===== config.mk =====
export PLATFORM = sky130hd
export DESIGN_NAME = sha1_message_digest
export DESIGN_NICKNAME = d
export VERILOG_FILES = /design/src/design/sha1md_pkg.sv /design/src/design/sha1md_round.sv /design/src/design/sha1_message_digest.sv
export SDC_FILE = /design/constraint.sdc
export NUM_CORES = 2
export LEC_CHECK = 0
export BUFFER_PORTS_ARGS = -buffer_cell sky130_fd_sc_hd__buf_2
export CORE_MARGIN = 5
export CORE_UTILIZATION = 45
export DETAILED_ROUTE_END_ITERATION = 6
export SLEW_MARGIN = 0
export SYNTH_ARGS = -nofsm -noshare
export SYNTH_HDL_FRONTEND = slang
export SYNTH_SLANG_ARGS = --single-unit
export TNS_END_PERCENT = 50

===== constraint.sdc =====
create_clock -name clock -period 44.6 [get_ports clock]
set_input_delay 2.23 -clock clock [delete_from_list [all_inputs] [get_ports clock]]
set_output_delay 2.23 -clock clock [all_outputs]
set_load 0.02 [all_outputs]

===== src/design/sha1md_pkg.sv =====
// shared types and constants of the sha-1 message digest engine
`default_nettype none

package sha1md_pkg;

   // a..e of the compression in progress
   typedef struct packed {
      logic [31:0] a;
      logic [31:0] b;
      logic [31:0] c;
      logic [31:0] d;
      logic [31:0] e;
   } work_vars_type;

   localparam int unsigned HASH_WORDS  = 5;
   localparam int unsigned BLOCK_WORDS = 16;
   localparam int unsigned ROUNDS      = 80;

   // word slots inside a block
   localparam logic [3:0] LEN_HI_SLOT = 4'd14;
   localparam logic [3:0] LAST_SLOT   = 4'd15;
   localparam logic [6:0] LAST_ROUND  = 7'(ROUNDS - 1);

   // round group boundaries
   localparam logic [6:0] GROUP1_START = 7'd20;
   localparam logic [6:0] GROUP2_START = 7'd40;
   localparam logic [6:0] GROUP3_START = 7'd60;

   localparam logic [31:0] K0 = 32'h5A82_7999;
   localparam logic [31:0] K1 = 32'h6ED9_EBA1;
   localparam logic [31:0] K2 = 32'h8F1B_BCDC;
   localparam logic [31:0] K3 = 32'hCA62_C1D6;

   localparam logic [31:0] INIT_HASH [0:HASH_WORDS-1] = '{
      32'h6745_2301, 32'hEFCD_AB89, 32'h98BA_DCFE, 32'h1032_5476, 32'hC3D2_E1F0
   };

   // the 0x80 pad byte in the first byte lane
   localparam logic [31:0] PAD_WORD = 32'h8000_0000;

   // digest word positions
   localparam logic [2:0] LAST_DIGEST_WORD = 3'(HASH_WORDS - 1);

endpackage

`default_nettype wire


===== src/design/sha1md_round.sv =====
// one sha-1 compression round: round function, constant and the a..e update
`default_nettype none

module sha1md_round (
   input  wire sha1md_pkg::work_vars_type vars,
   input  wire logic [31:0]               sched_word,
   input  wire logic [6:0]                round_index,
   output sha1md_pkg::work_vars_type      vars_next
);

   logic [31:0] func;
   logic [31:0] k_const;
   logic [31:0] temp;

   // round function and constant by round group
   always_comb begin
      priority if (round_index < sha1md_pkg::GROUP1_START) begin
         func    = (vars.b & vars.c) | (~vars.b & vars.d);
         k_const = sha1md_pkg::K0;
      end else if (round_index < sha1md_pkg::GROUP2_START) begin
         func    = vars.b ^ vars.c ^ vars.d;
         k_const = sha1md_pkg::K1;
      end else if (round_index < sha1md_pkg::GROUP3_START) begin
         func    = (vars.b & vars.c) | (vars.b & vars.d) | (vars.c & vars.d);
         k_const = sha1md_pkg::K2;
      end else begin
         func    = vars.b ^ vars.c ^ vars.d;
         k_const = sha1md_pkg::K3;
      end
   end

   // new a from rotated a, function, e, constant and schedule word
   assign temp = {vars.a[26:0], vars.a[31:27]} + func + vars.e + k_const + sched_word;

   // shift the working variables down
   always_comb begin
      vars_next.a = temp;
      vars_next.b = vars.a;
      vars_next.c = {vars.b[1:0], vars.b[31:2]};
      vars_next.d = vars.c;
      vars_next.e = vars.d;
   end

endmodule

`default_nettype wire


===== src/design/sha1_message_digest.sv =====
// streaming sha-1 engine: byte packing, padding, iterative compression, digest output
//
//   channel | ports                                        | direction
//   --------+----------------------------------------------+----------
//   req     | req_valid req_stall req_data_word            | in
//           | req_byte_count req_last                      |
//   rsp     | rsp_valid rsp_stall rsp_digest_word          | out
//           | rsp_word_index rsp_last_word                 |
//
// a message word is taken while the sequencer is idle; the word that fills a 16-word
// block starts 80 rounds on the shared round unit, followed by the chain add.
// on a last transaction: the pad word, the zero and length words, one or two
// compressions, then five digest transactions, one per cycle unless stalled.
// req_stall is high whenever the sequencer is not idle. reset is synchronous and
// returns the engine to the standard initial hash with an empty message.
`default_nettype none

module sha1_message_digest (
   input  wire logic        clock,
   input  wire logic        reset,
   input  wire logic        req_valid,
   output logic             req_stall,
   input  wire logic [31:0] req_data_word,
   input  wire logic [2:0]  req_byte_count,
   input  wire logic        req_last,
   output logic             rsp_valid,
   input  wire logic        rsp_stall,
   output logic [31:0]      rsp_digest_word,
   output logic [2:0]       rsp_word_index,
   output logic             rsp_last_word
);

   // sequencer states
   localparam logic [2:0] S_IDLE  = 3'd0;
   localparam logic [2:0] S_PAD   = 3'd1;
   localparam logic [2:0] S_FILL  = 3'd2;
   localparam logic [2:0] S_LEN   = 3'd3;
   localparam logic [2:0] S_ROUND = 3'd4;
   localparam logic [2:0] S_ADD   = 3'd5;
   localparam logic [2:0] S_OUT   = 3'd6;

   localparam int unsigned BW = sha1md_pkg::BLOCK_WORDS;
   localparam int unsigned HW = sha1md_pkg::HASH_WORDS;

   logic [2:0]  state_ff, state_in;
   logic [3:0]  wcnt_ff, wcnt_in;
   logic [31:0] acc_ff, acc_in;
   logic [1:0]  acc_cnt_ff, acc_cnt_in;
   logic        fin_ff, fin_in;
   logic        pad_done_ff, pad_done_in;
   logic        len_done_ff, len_done_in;
   logic [63:0] msg_len_ff, msg_len_in;
   logic [6:0]  round_ff, round_in;
   logic [2:0]  out_idx_ff, out_idx_in;
   logic [31:0] hash_ff [0:HW-1];
   logic [31:0] hash_in [0:HW-1];
   logic [31:0] buf_ff [0:BW-1];

   sha1md_pkg::work_vars_type vars_ff, vars_in, vars_next;

   logic        buf_shift;
   logic [31:0] shift_word;
   logic [31:0] sched_new;

   logic [2:0]  n_clamp;
   logic [31:0] data_masked;
   logic [63:0] merged;
   logic [2:0]  total;
   logic [31:0] pad_word;
   logic [31:0] hash_packed [0:HW-1];

   // shared round unit
   sha1md_round u_round (
      .vars        (vars_ff),
      .sched_word  (buf_ff[0]),
      .round_index (round_ff),
      .vars_next   (vars_next)
   );

   // byte packing of an incoming transaction behind the held partial word
   always_comb begin
      n_clamp     = req_byte_count[2] ? 3'd4 : req_byte_count;
      data_masked = req_data_word & ~(32'hFFFF_FFFF >> {n_clamp, 3'b000});
      merged      = {acc_ff, 32'h0000_0000} |
                    ({data_masked, 32'h0000_0000} >> {acc_cnt_ff, 3'b000});
      total       = {1'b0, acc_cnt_ff} + n_clamp;
      pad_word    = acc_ff | (sha1md_pkg::PAD_WORD >> {acc_cnt_ff, 3'b000});
   end

   // next schedule word from the block shift line
   always_comb begin
      logic [31:0] mix;
      mix       = buf_ff[13] ^ buf_ff[8] ^ buf_ff[2] ^ buf_ff[0];
      sched_new = {mix[30:0], mix[31]};
   end

   // chain words as the compression leaves them
   always_comb begin
      hash_packed[0] = hash_ff[0] + vars_ff.a;
      hash_packed[1] = hash_ff[1] + vars_ff.b;
      hash_packed[2] = hash_ff[2] + vars_ff.c;
      hash_packed[3] = hash_ff[3] + vars_ff.d;
      hash_packed[4] = hash_ff[4] + vars_ff.e;
   end

   // sequencer
   always_comb begin
      state_in    = state_ff;
      wcnt_in     = wcnt_ff;
      acc_in      = acc_ff;
      acc_cnt_in  = acc_cnt_ff;
      fin_in      = fin_ff;
      pad_done_in = pad_done_ff;
      len_done_in = len_done_ff;
      msg_len_in  = msg_len_ff;
      round_in    = round_ff;
      out_idx_in  = out_idx_ff;
      vars_in     = vars_ff;
      buf_shift   = 1'b0;
      shift_word  = '0;
      for (int i = 0; i < HW; i++) begin
         hash_in[i] = hash_ff[i];
      end

      unique case (state_ff)
         S_IDLE: begin
            if (req_valid) begin
               msg_len_in = msg_len_ff + {58'h0, n_clamp, 3'b000};
               acc_cnt_in = total[1:0];
               fin_in     = req_last;
               if (total[2]) begin
                  buf_shift  = 1'b1;
                  shift_word = merged[63:32];
                  wcnt_in    = wcnt_ff + 4'd1;
                  acc_in     = merged[31:0];
               end else begin
                  acc_in = merged[63:32];
               end
               if (total[2] && wcnt_ff == sha1md_pkg::LAST_SLOT) begin
                  state_in = S_ROUND;
                  round_in = '0;
                  vars_in  = {hash_ff[0], hash_ff[1], hash_ff[2], hash_ff[3], hash_ff[4]};
               end else if (req_last) begin
                  state_in = S_PAD;
               end
            end
         end
         S_PAD: begin
            buf_shift   = 1'b1;
            shift_word  = pad_word;
            acc_in      = '0;
            acc_cnt_in  = '0;
            pad_done_in = 1'b1;
            wcnt_in     = wcnt_ff + 4'd1;
            if (wcnt_ff == sha1md_pkg::LAST_SLOT) begin
               state_in = S_ROUND;
               round_in = '0;
               vars_in  = {hash_ff[0], hash_ff[1], hash_ff[2], hash_ff[3], hash_ff[4]};
            end else begin
               state_in = S_FILL;
            end
         end
         S_FILL: begin
            buf_shift = 1'b1;
            wcnt_in   = wcnt_ff + 4'd1;
            if (wcnt_ff == sha1md_pkg::LEN_HI_SLOT) begin
               shift_word = msg_len_ff[63:32];
               state_in   = S_LEN;
            end else if (wcnt_ff == sha1md_pkg::LAST_SLOT) begin
               state_in = S_ROUND;
               round_in = '0;
               vars_in  = {hash_ff[0], hash_ff[1], hash_ff[2], hash_ff[3], hash_ff[4]};
            end
         end
         S_LEN: begin
            buf_shift   = 1'b1;
            shift_word  = msg_len_ff[31:0];
            wcnt_in     = wcnt_ff + 4'd1;
            len_done_in = 1'b1;
            state_in    = S_ROUND;
            round_in    = '0;
            vars_in     = {hash_ff[0], hash_ff[1], hash_ff[2], hash_ff[3], hash_ff[4]};
         end
         S_ROUND: begin
            vars_in    = vars_next;
            buf_shift  = 1'b1;
            shift_word = sched_new;
            round_in   = round_ff + 7'd1;
            if (round_ff == sha1md_pkg::LAST_ROUND) begin
               state_in = S_ADD;
            end
         end
         S_ADD: begin
            round_in = '0;
            for (int i = 0; i < HW; i++) begin
               hash_in[i] = hash_packed[i];
            end
            // a last word that filled the block still owes its pad word
            priority if (len_done_ff) begin
               state_in   = S_OUT;
               out_idx_in = '0;
            end else if (fin_ff && pad_done_ff) begin
               state_in = S_FILL;
            end else if (fin_ff) begin
               state_in = S_PAD;
            end else begin
               state_in = S_IDLE;
            end
         end
         S_OUT: begin
            if (!rsp_stall) begin
               if (out_idx_ff == sha1md_pkg::LAST_DIGEST_WORD) begin
                  state_in    = S_IDLE;
                  out_idx_in  = '0;
                  fin_in      = 1'b0;
                  pad_done_in = 1'b0;
                  len_done_in = 1'b0;
                  msg_len_in  = '0;
                  wcnt_in     = '0;
                  acc_in      = '0;
                  acc_cnt_in  = '0;
                  for (int i = 0; i < HW; i++) begin
                     hash_in[i] = sha1md_pkg::INIT_HASH[i];
                  end
               end else begin
                  out_idx_in = out_idx_ff + 3'd1;
               end
            end
         end
         default: begin
            state_in = S_IDLE;
         end
      endcase
   end

   // control and chain registers
   always_ff @(posedge clock) begin
      if (reset) begin
         state_ff    <= S_IDLE;
         wcnt_ff     <= '0;
         acc_ff      <= '0;
         acc_cnt_ff  <= '0;
         fin_ff      <= 1'b0;
         pad_done_ff <= 1'b0;
         len_done_ff <= 1'b0;
         msg_len_ff  <= '0;
         round_ff    <= '0;
         out_idx_ff  <= '0;
         for (int i = 0; i < HW; i++) begin
            hash_ff[i] <= sha1md_pkg::INIT_HASH[i];
         end
      end else begin
         state_ff    <= state_in;
         wcnt_ff     <= wcnt_in;
         acc_ff      <= acc_in;
         acc_cnt_ff  <= acc_cnt_in;
         fin_ff      <= fin_in;
         pad_done_ff <= pad_done_in;
         len_done_ff <= len_done_in;
         msg_len_ff  <= msg_len_in;
         round_ff    <= round_in;
         out_idx_ff  <= out_idx_in;
         for (int i = 0; i < HW; i++) begin
            hash_ff[i] <= hash_in[i];
         end
      end
   end

   // working variables
   always_ff @(posedge clock) begin
      vars_ff <= vars_in;
   end

   // block buffer and message schedule shift line
   always_ff @(posedge clock) begin
      if (buf_shift) begin
         for (int i = 0; i < BW - 1; i++) begin
            buf_ff[i] <= buf_ff[i+1];
         end
         buf_ff[BW-1] <= shift_word;
      end
   end

   // channel outputs
   assign req_stall       = (state_ff != S_IDLE);
   assign rsp_valid       = (state_ff == S_OUT);
   assign rsp_digest_word = hash_ff[out_idx_ff];
   assign rsp_word_index  = out_idx_ff;
   assign rsp_last_word   = (out_idx_ff == sha1md_pkg::LAST_DIGEST_WORD);

endmodule

`default_nettype wire


# --- Yosys cells after proc, flatten, opt, wreduce, memory -nomap -nowiden ---
# Memories as Yosys holds them, arrays and structs flattened. A register that Yosys moved wholly into a read port is not among the register bits.
# Cells that the tools add are included.
classes:
  addsub: 14
  magnitude_cmp: 3
  n_eq_ne: 20
  n_shift: 3
  muxes: 80
  n_bitwise: 22
  reduce_logical: 24
op_table:
  columns: ["op", "n"]
  rows:
  - ["160-bit 2-to-1 mux", 6]
  - ["160-bit one-hot mux with 5 select lines", 1]
  - ["32-bit 2-to-1 mux", 17]
  - ["160-bit one-hot mux with 2 select lines", 1]
  - ["32-bit adder", 9]
  - ["64-bit 2-to-1 mux", 3]
  - ["32-bit bitwise AND", 5]
  - ["32-bit one-hot mux with 5 select lines", 1]
  - ["32-bit XOR", 5]
  - ["32-bit bitwise OR", 4]
  - ["64-bit one-hot mux with 2 select lines", 1]
  - ["32-bit one-hot mux with 3 select lines", 1]
  - ["64-bit by 6-bit adder with 64-bit output", 1]
  - ["32-bit NOT", 2]
  - ["64-bit bitwise OR", 1]
  - ["64-bit by 5-bit >> shifter with 64-bit output", 1]
  - ["3-bit 2-to-1 mux", 16]
  - ["7-bit one-hot mux with 5 select lines", 1]
  - ["32-bit by 5-bit >> shifter with 32-bit output, first input constant", 1]
  - ["32-bit by 6-bit >> shifter with 32-bit output, first input constant", 1]
  - ["31-bit 2-to-1 mux", 1]
  - ["7-bit 2-to-1 mux", 4]
  - ["3-bit one-hot mux with 7 select lines", 1]
  - ["4-bit 2-to-1 mux", 4]
  - ["other kinds (33)", 78]
word_totals:
  register_bits: 278
  ramBits: 672
  in_bits: 40
  n_memories: 2
memory_table:
  columns: ["name", "depth", "word_bits", "rd", "rd_clocked_by_memory_dff", "wr", "line", "source"]
  rows:
  - ["buf_ff", 16, 32, 16, 0, 16, "sha1_message_digest.sv:57", "logic [31:0] buf_ff [0:BW-1];"]
  - ["hash_ff", 5, 32, 6, 1, 5, "sha1_message_digest.sv:55", "logic [31:0] hash_ff [0:HW-1];"]

# --- Depth between registers and ports, before layout ---
depth:
  depth_word: 11
  mapped_depth: 23
  depth_no_buf: 21

# --- Modules after synthesis ---
# From an unflattened synthesis, not the netlist that was laid out.
unflattened:
  cells_unflattened: 4627
  hier_area_um2: 50211.9
modules_own_cells:
  columns: ["module", "n_inst", "cells_each", "area_per_inst_um2", "seq_area_each_um2"]
  rows:
  - ["sha1_message_digest", 1, 3868, 43673.1, 25744.7]
  - ["sha1md_round", 1, 759, 6538.8, 0.0]

# --- Worst setup path before layout ---
# No wires, ideal clock.
synth_timing:
  path_type: "reg-to-reg"
  start: "register state_ff[0]"
  end: "memory buf_ff[0][0], enable pin"
  t_arrival_ps: 36469
  t_required_ps: 42503
  path_slack_ps: 6034
  path_stages_with_launch: 6
  path_cell_list: "dfxtp_1 -> clkbuf_1 -> clkbuf_1 -> nor2_1 -> nor2b_1 -> o21ai_0"
synth_rtl:
  columns: ["element", "line", "source"]
  rows:
  - ["from (decl)", "sha1_message_digest.sv:45", "logic [2:0] state_ff, state_in;"]
  - ["from (signal assigned)", "sha1_message_digest.sv:253", "state_ff <= state_in;"]
  - ["to (decl)", "sha1_message_digest.sv:57", null]

==> results.ini <==
[outcome]
run_status=complete, no violations

[synthesis]
yosysWarnings=0
synth_edf_count=672
synthMuxAreaShare_pct=2.93
synthSimpleGateAreaFrac_pct=11.5
synthDistinctLibCells=87
ys_seq_area_share_pct=52.3
synthCells=4526
ys_ff_latch=950
synth_top_family_by_area=compound AO/OA/AOI/OAI gates
async_flop_share_pct=0
syn_area_um2=49300
synthFlopType=edfxtp_1
yosys.area_share.adder_pct=10.2
synth_xor_area_share_pct=5.64
syn_avg_cell_area_um2=10.9
synth_compound_area_share_pct=13.8
synth_fp_nets=4895

[global_routing]
grt_overflow=0
grt_use_total_pct=23.6
grt_start_max_net_pins=227
grt_pass1_vias=33065
antenna_found_initial=3
grt_pass1_wl_um=210000

[worst_setup_path]
critPathLaunchType=input port
endpoint_kind=flip-flop
worst-setup-path-type=in2reg
worst_path_dominant_cell_family=buffers and inverters
crit_fanout=226
cp_cell_sequence=buf_2, nor2b_1, ha_1, fa_1, xor2_1, nand2_1, o21ai_4, buf_4, buf_12
arrival_ns=7.13
critPathMaxStageDelay_ns=0.94
crit_slowest_cell=nand2_1
crit_required_ns=44.89
worstPathBufferInverterCount=3

[layout]
fin_cells=6074
seq_area_um2=25700
insertedDiodeCount=0
area_growth_pct=10.7
drive_gt1_share_pct=8.41
nets=4943
fin_area_um2=54600
n_fill_cell=9791
multi_input_area_um2=21800

[sta]
fmax_mhz=146
slew_headroom_pct=9.94
final-max-slew-violation-count=0
fin_skew_ns=0.0282
final-setup-viol-count=0
setup_tns_ns=0
tightest_slew_ns=1.35
hold_viol=0
grt_setup_unrepaired=false
period_needed_ns=6.84
fin_crit_sh_pct=15.3

[clock_network]
numCtsBuffers=101
clk_latency_ns=0.70
cts_tree=done
cts.path.max_buffers=3
cts.repair.resized=0
path_clk_slew_ns=0.06
clkSinkCount=950
cts_max_level=3
post_cts_buffers=0
cts_hold_buf=0
cts-root-buf=clkbuf_16

[routing]
ant_nets=0
drc=0
vias=35183
first_pass_iters=6
wirelength_um=140000
avgViaCountPerCell=5.79
wl_per_cell_um=23.1
first_iter_violations=3648

[floorplan]
initial_core_util_pct=45.3
rows=121
die_w_um=341
core-area_um2=109000
ios=78
die_h_um=341
dieArea_um2=116000

[power_and_ir_drop]
power.density_nw_per_um2=73.8
power.leakage_nw=21.0
ir_worst_vdd_mv=0.0784

[placement]
placed_area_um2=51200
dp_cells=5885
hpwl_um=97400
place.gp.congestion=0.939
portBuffers=77

[job]
maxCapViolCount=0

[worst_hold_path]
hp-class=reg2reg

[layout by cell type (no fill, tap or decap), types with 21 or more instances in the layout]
| cell | netlist | routed |
|---|---|---|
| nor2b_1 | 36 | 36 |
| a221oi_1 | 26 | 26 |
| a31oi_1 | 32 | 32 |
| o22ai_1 | 37 | 37 |
| inv_1 | 305 | 304 |
| dfxtp_1 | 278 | 275 |
| o21a_1 | 21 | 21 |
| xor2_1 | 106 | 106 |
| nor3_1 | 51 | 50 |
| clkbuf_16 | 0 | 102 |
| a21oi_1 | 309 | 308 |
| or3_1 | 36 | 36 |
| clkinv_2 | 0 | 22 |
| a21o_1 | 107 | 107 |
| nor2_1 | 348 | 344 |
| mux4_2 | 32 | 32 |
| nand2b_1 | 26 | 26 |
| a221o_1 | 21 | 21 |
| a222oi_1 | 29 | 29 |
| ha_1 | 210 | 210 |
| and3_1 | 42 | 42 |
| nand4_1 | 21 | 21 |
| o21bai_1 | 27 | 26 |
| buf_2 | 4 | 76 |
| nand3_1 | 84 | 84 |
| a22oi_1 | 22 | 22 |
| fa_1 | 119 | 119 |
| mux2_2 | 33 | 33 |
| and2_1 | 24 | 23 |
| buf_4 | 0 | 42 |
| xnor2_1 | 211 | 211 |
| nand2_1 | 543 | 540 |
| mux2i_1 | 35 | 35 |
| o21ai_0 | 280 | 279 |
| edfxtp_1 | 672 | 672 |
[report_power, final]
group          internal (W)  switching [W]
Clock              0.000487       0.000362
Combinational      0.000630        0.00101
Sequential          0.00139       0.000144
[stage by stage]
| step | total power (W) | utilization [%] | setup WS (ns) | hold WS [ns] |
|---|---|---|---|---|
| finish | 0.00403 | 50.1 | 37.76 | 0.394 |
| global route | 0.00430 | 50.1 | 37.58 | 0.408 |
| CTS | 0.00406 | 50.1 | 37.99 | 0.408 |
| detailed placement | 0.00319 | 47.0 | 37.25 | 0.405 |
| global placement | 0.00318 | 47.0 | 37.43 | 0.400 |
| floorplan | 0.00311 | - | 6.03 | 0.400 |
[metal layers]
metal	part of all wire [%]	wire length (µm)	track usage (%)	vias up
li1	-	-	-	16381
met1	44	61200	33.2	17215
met2	46	64500	37.9	1309
met3	6.6	9230	3.32	274
met4	3.6	5060	7.59	4
met5	0.017	24	0	-
[synthesized netlist by cell type (all sizes together) (106+ instances only)]
cell / instances / area share (%)
a21o: 107 / 1.6
a21oi: 310 / 3.2
clkbuf: 142 / 1.1
dfxtp: 278 / 11
edfxtp: 672 / 41
fa: 119 / 4.8
ha: 210 / 5.3
inv: 307 / 2.3
nand2: 543 / 4.1
nor2: 349 / 2.7
o21ai: 290 / 3.0
xnor2: 211 / 3.8
xor2: 106 / 1.9
[state kept, by name (all words and copies together) (netlist names), named ones only]
| signal | count |
|---|---|
| acc_cnt_ff | 2 |
| acc_ff | 32 |
| buf_ff | 512 |
| fin_ff | 1 |
| hash_ff | 160 |
| len_done_ff | 1 |
| msg_len_ff | 61 |
| pad_done_ff | 1 |
| round_ff | 7 |
| rsp_word_index | 3 |
| state_ff | 3 |
| vars_ff | 160 |
| wcnt_ff | 4 |
[area by class of cell]
cell class	count	area share (%)
clock inverters	56	1.07
well taps	1414	3.24
flip-flops and latches	950	47.2
multi-input cells	3092	39.9
clock buffers	133	5.09
inverters	308	2.12
repair buffers	121	1.39
[cells by family after synthesis]
group,count (synthesis)
DFF,950
and+or+nand+nor,1270
buffers and inverters,484
AOI/OAI and AO/OA,1076
adders and majority gates,329
xor gates and xnor gates,317
muxes,100
[worst register-to-register path: cells and delay by family, from the launching register on]
kind | cells | cell delay [ns]
compound gates | 7 | 1.94
simple gates | 4 | 0.64
flops | 1 | 0.41
fa+ha+maj | 3 | 1.33
xor+xnor | 1 | 0.18
buf+inv | 6 | 1.08
[final timing paths]
check / from / slack, ns / cells after the start / endpoint
setup / recovery: req_byte_count[2] / 37.76 / 9 / buf_ff[1][3]
hold / removal: buf_ff[1][48] / 0.39 / 0 / buf_ff[1][16]
setup reg to reg: round_ff[4] / 38.74 / 21 / vars_ff[158]
hold reg to reg: buf_ff[1][48] / 0.39 / 0 / buf_ff[1][16]
Note: power is estimated with default switching activity, not from simulation.
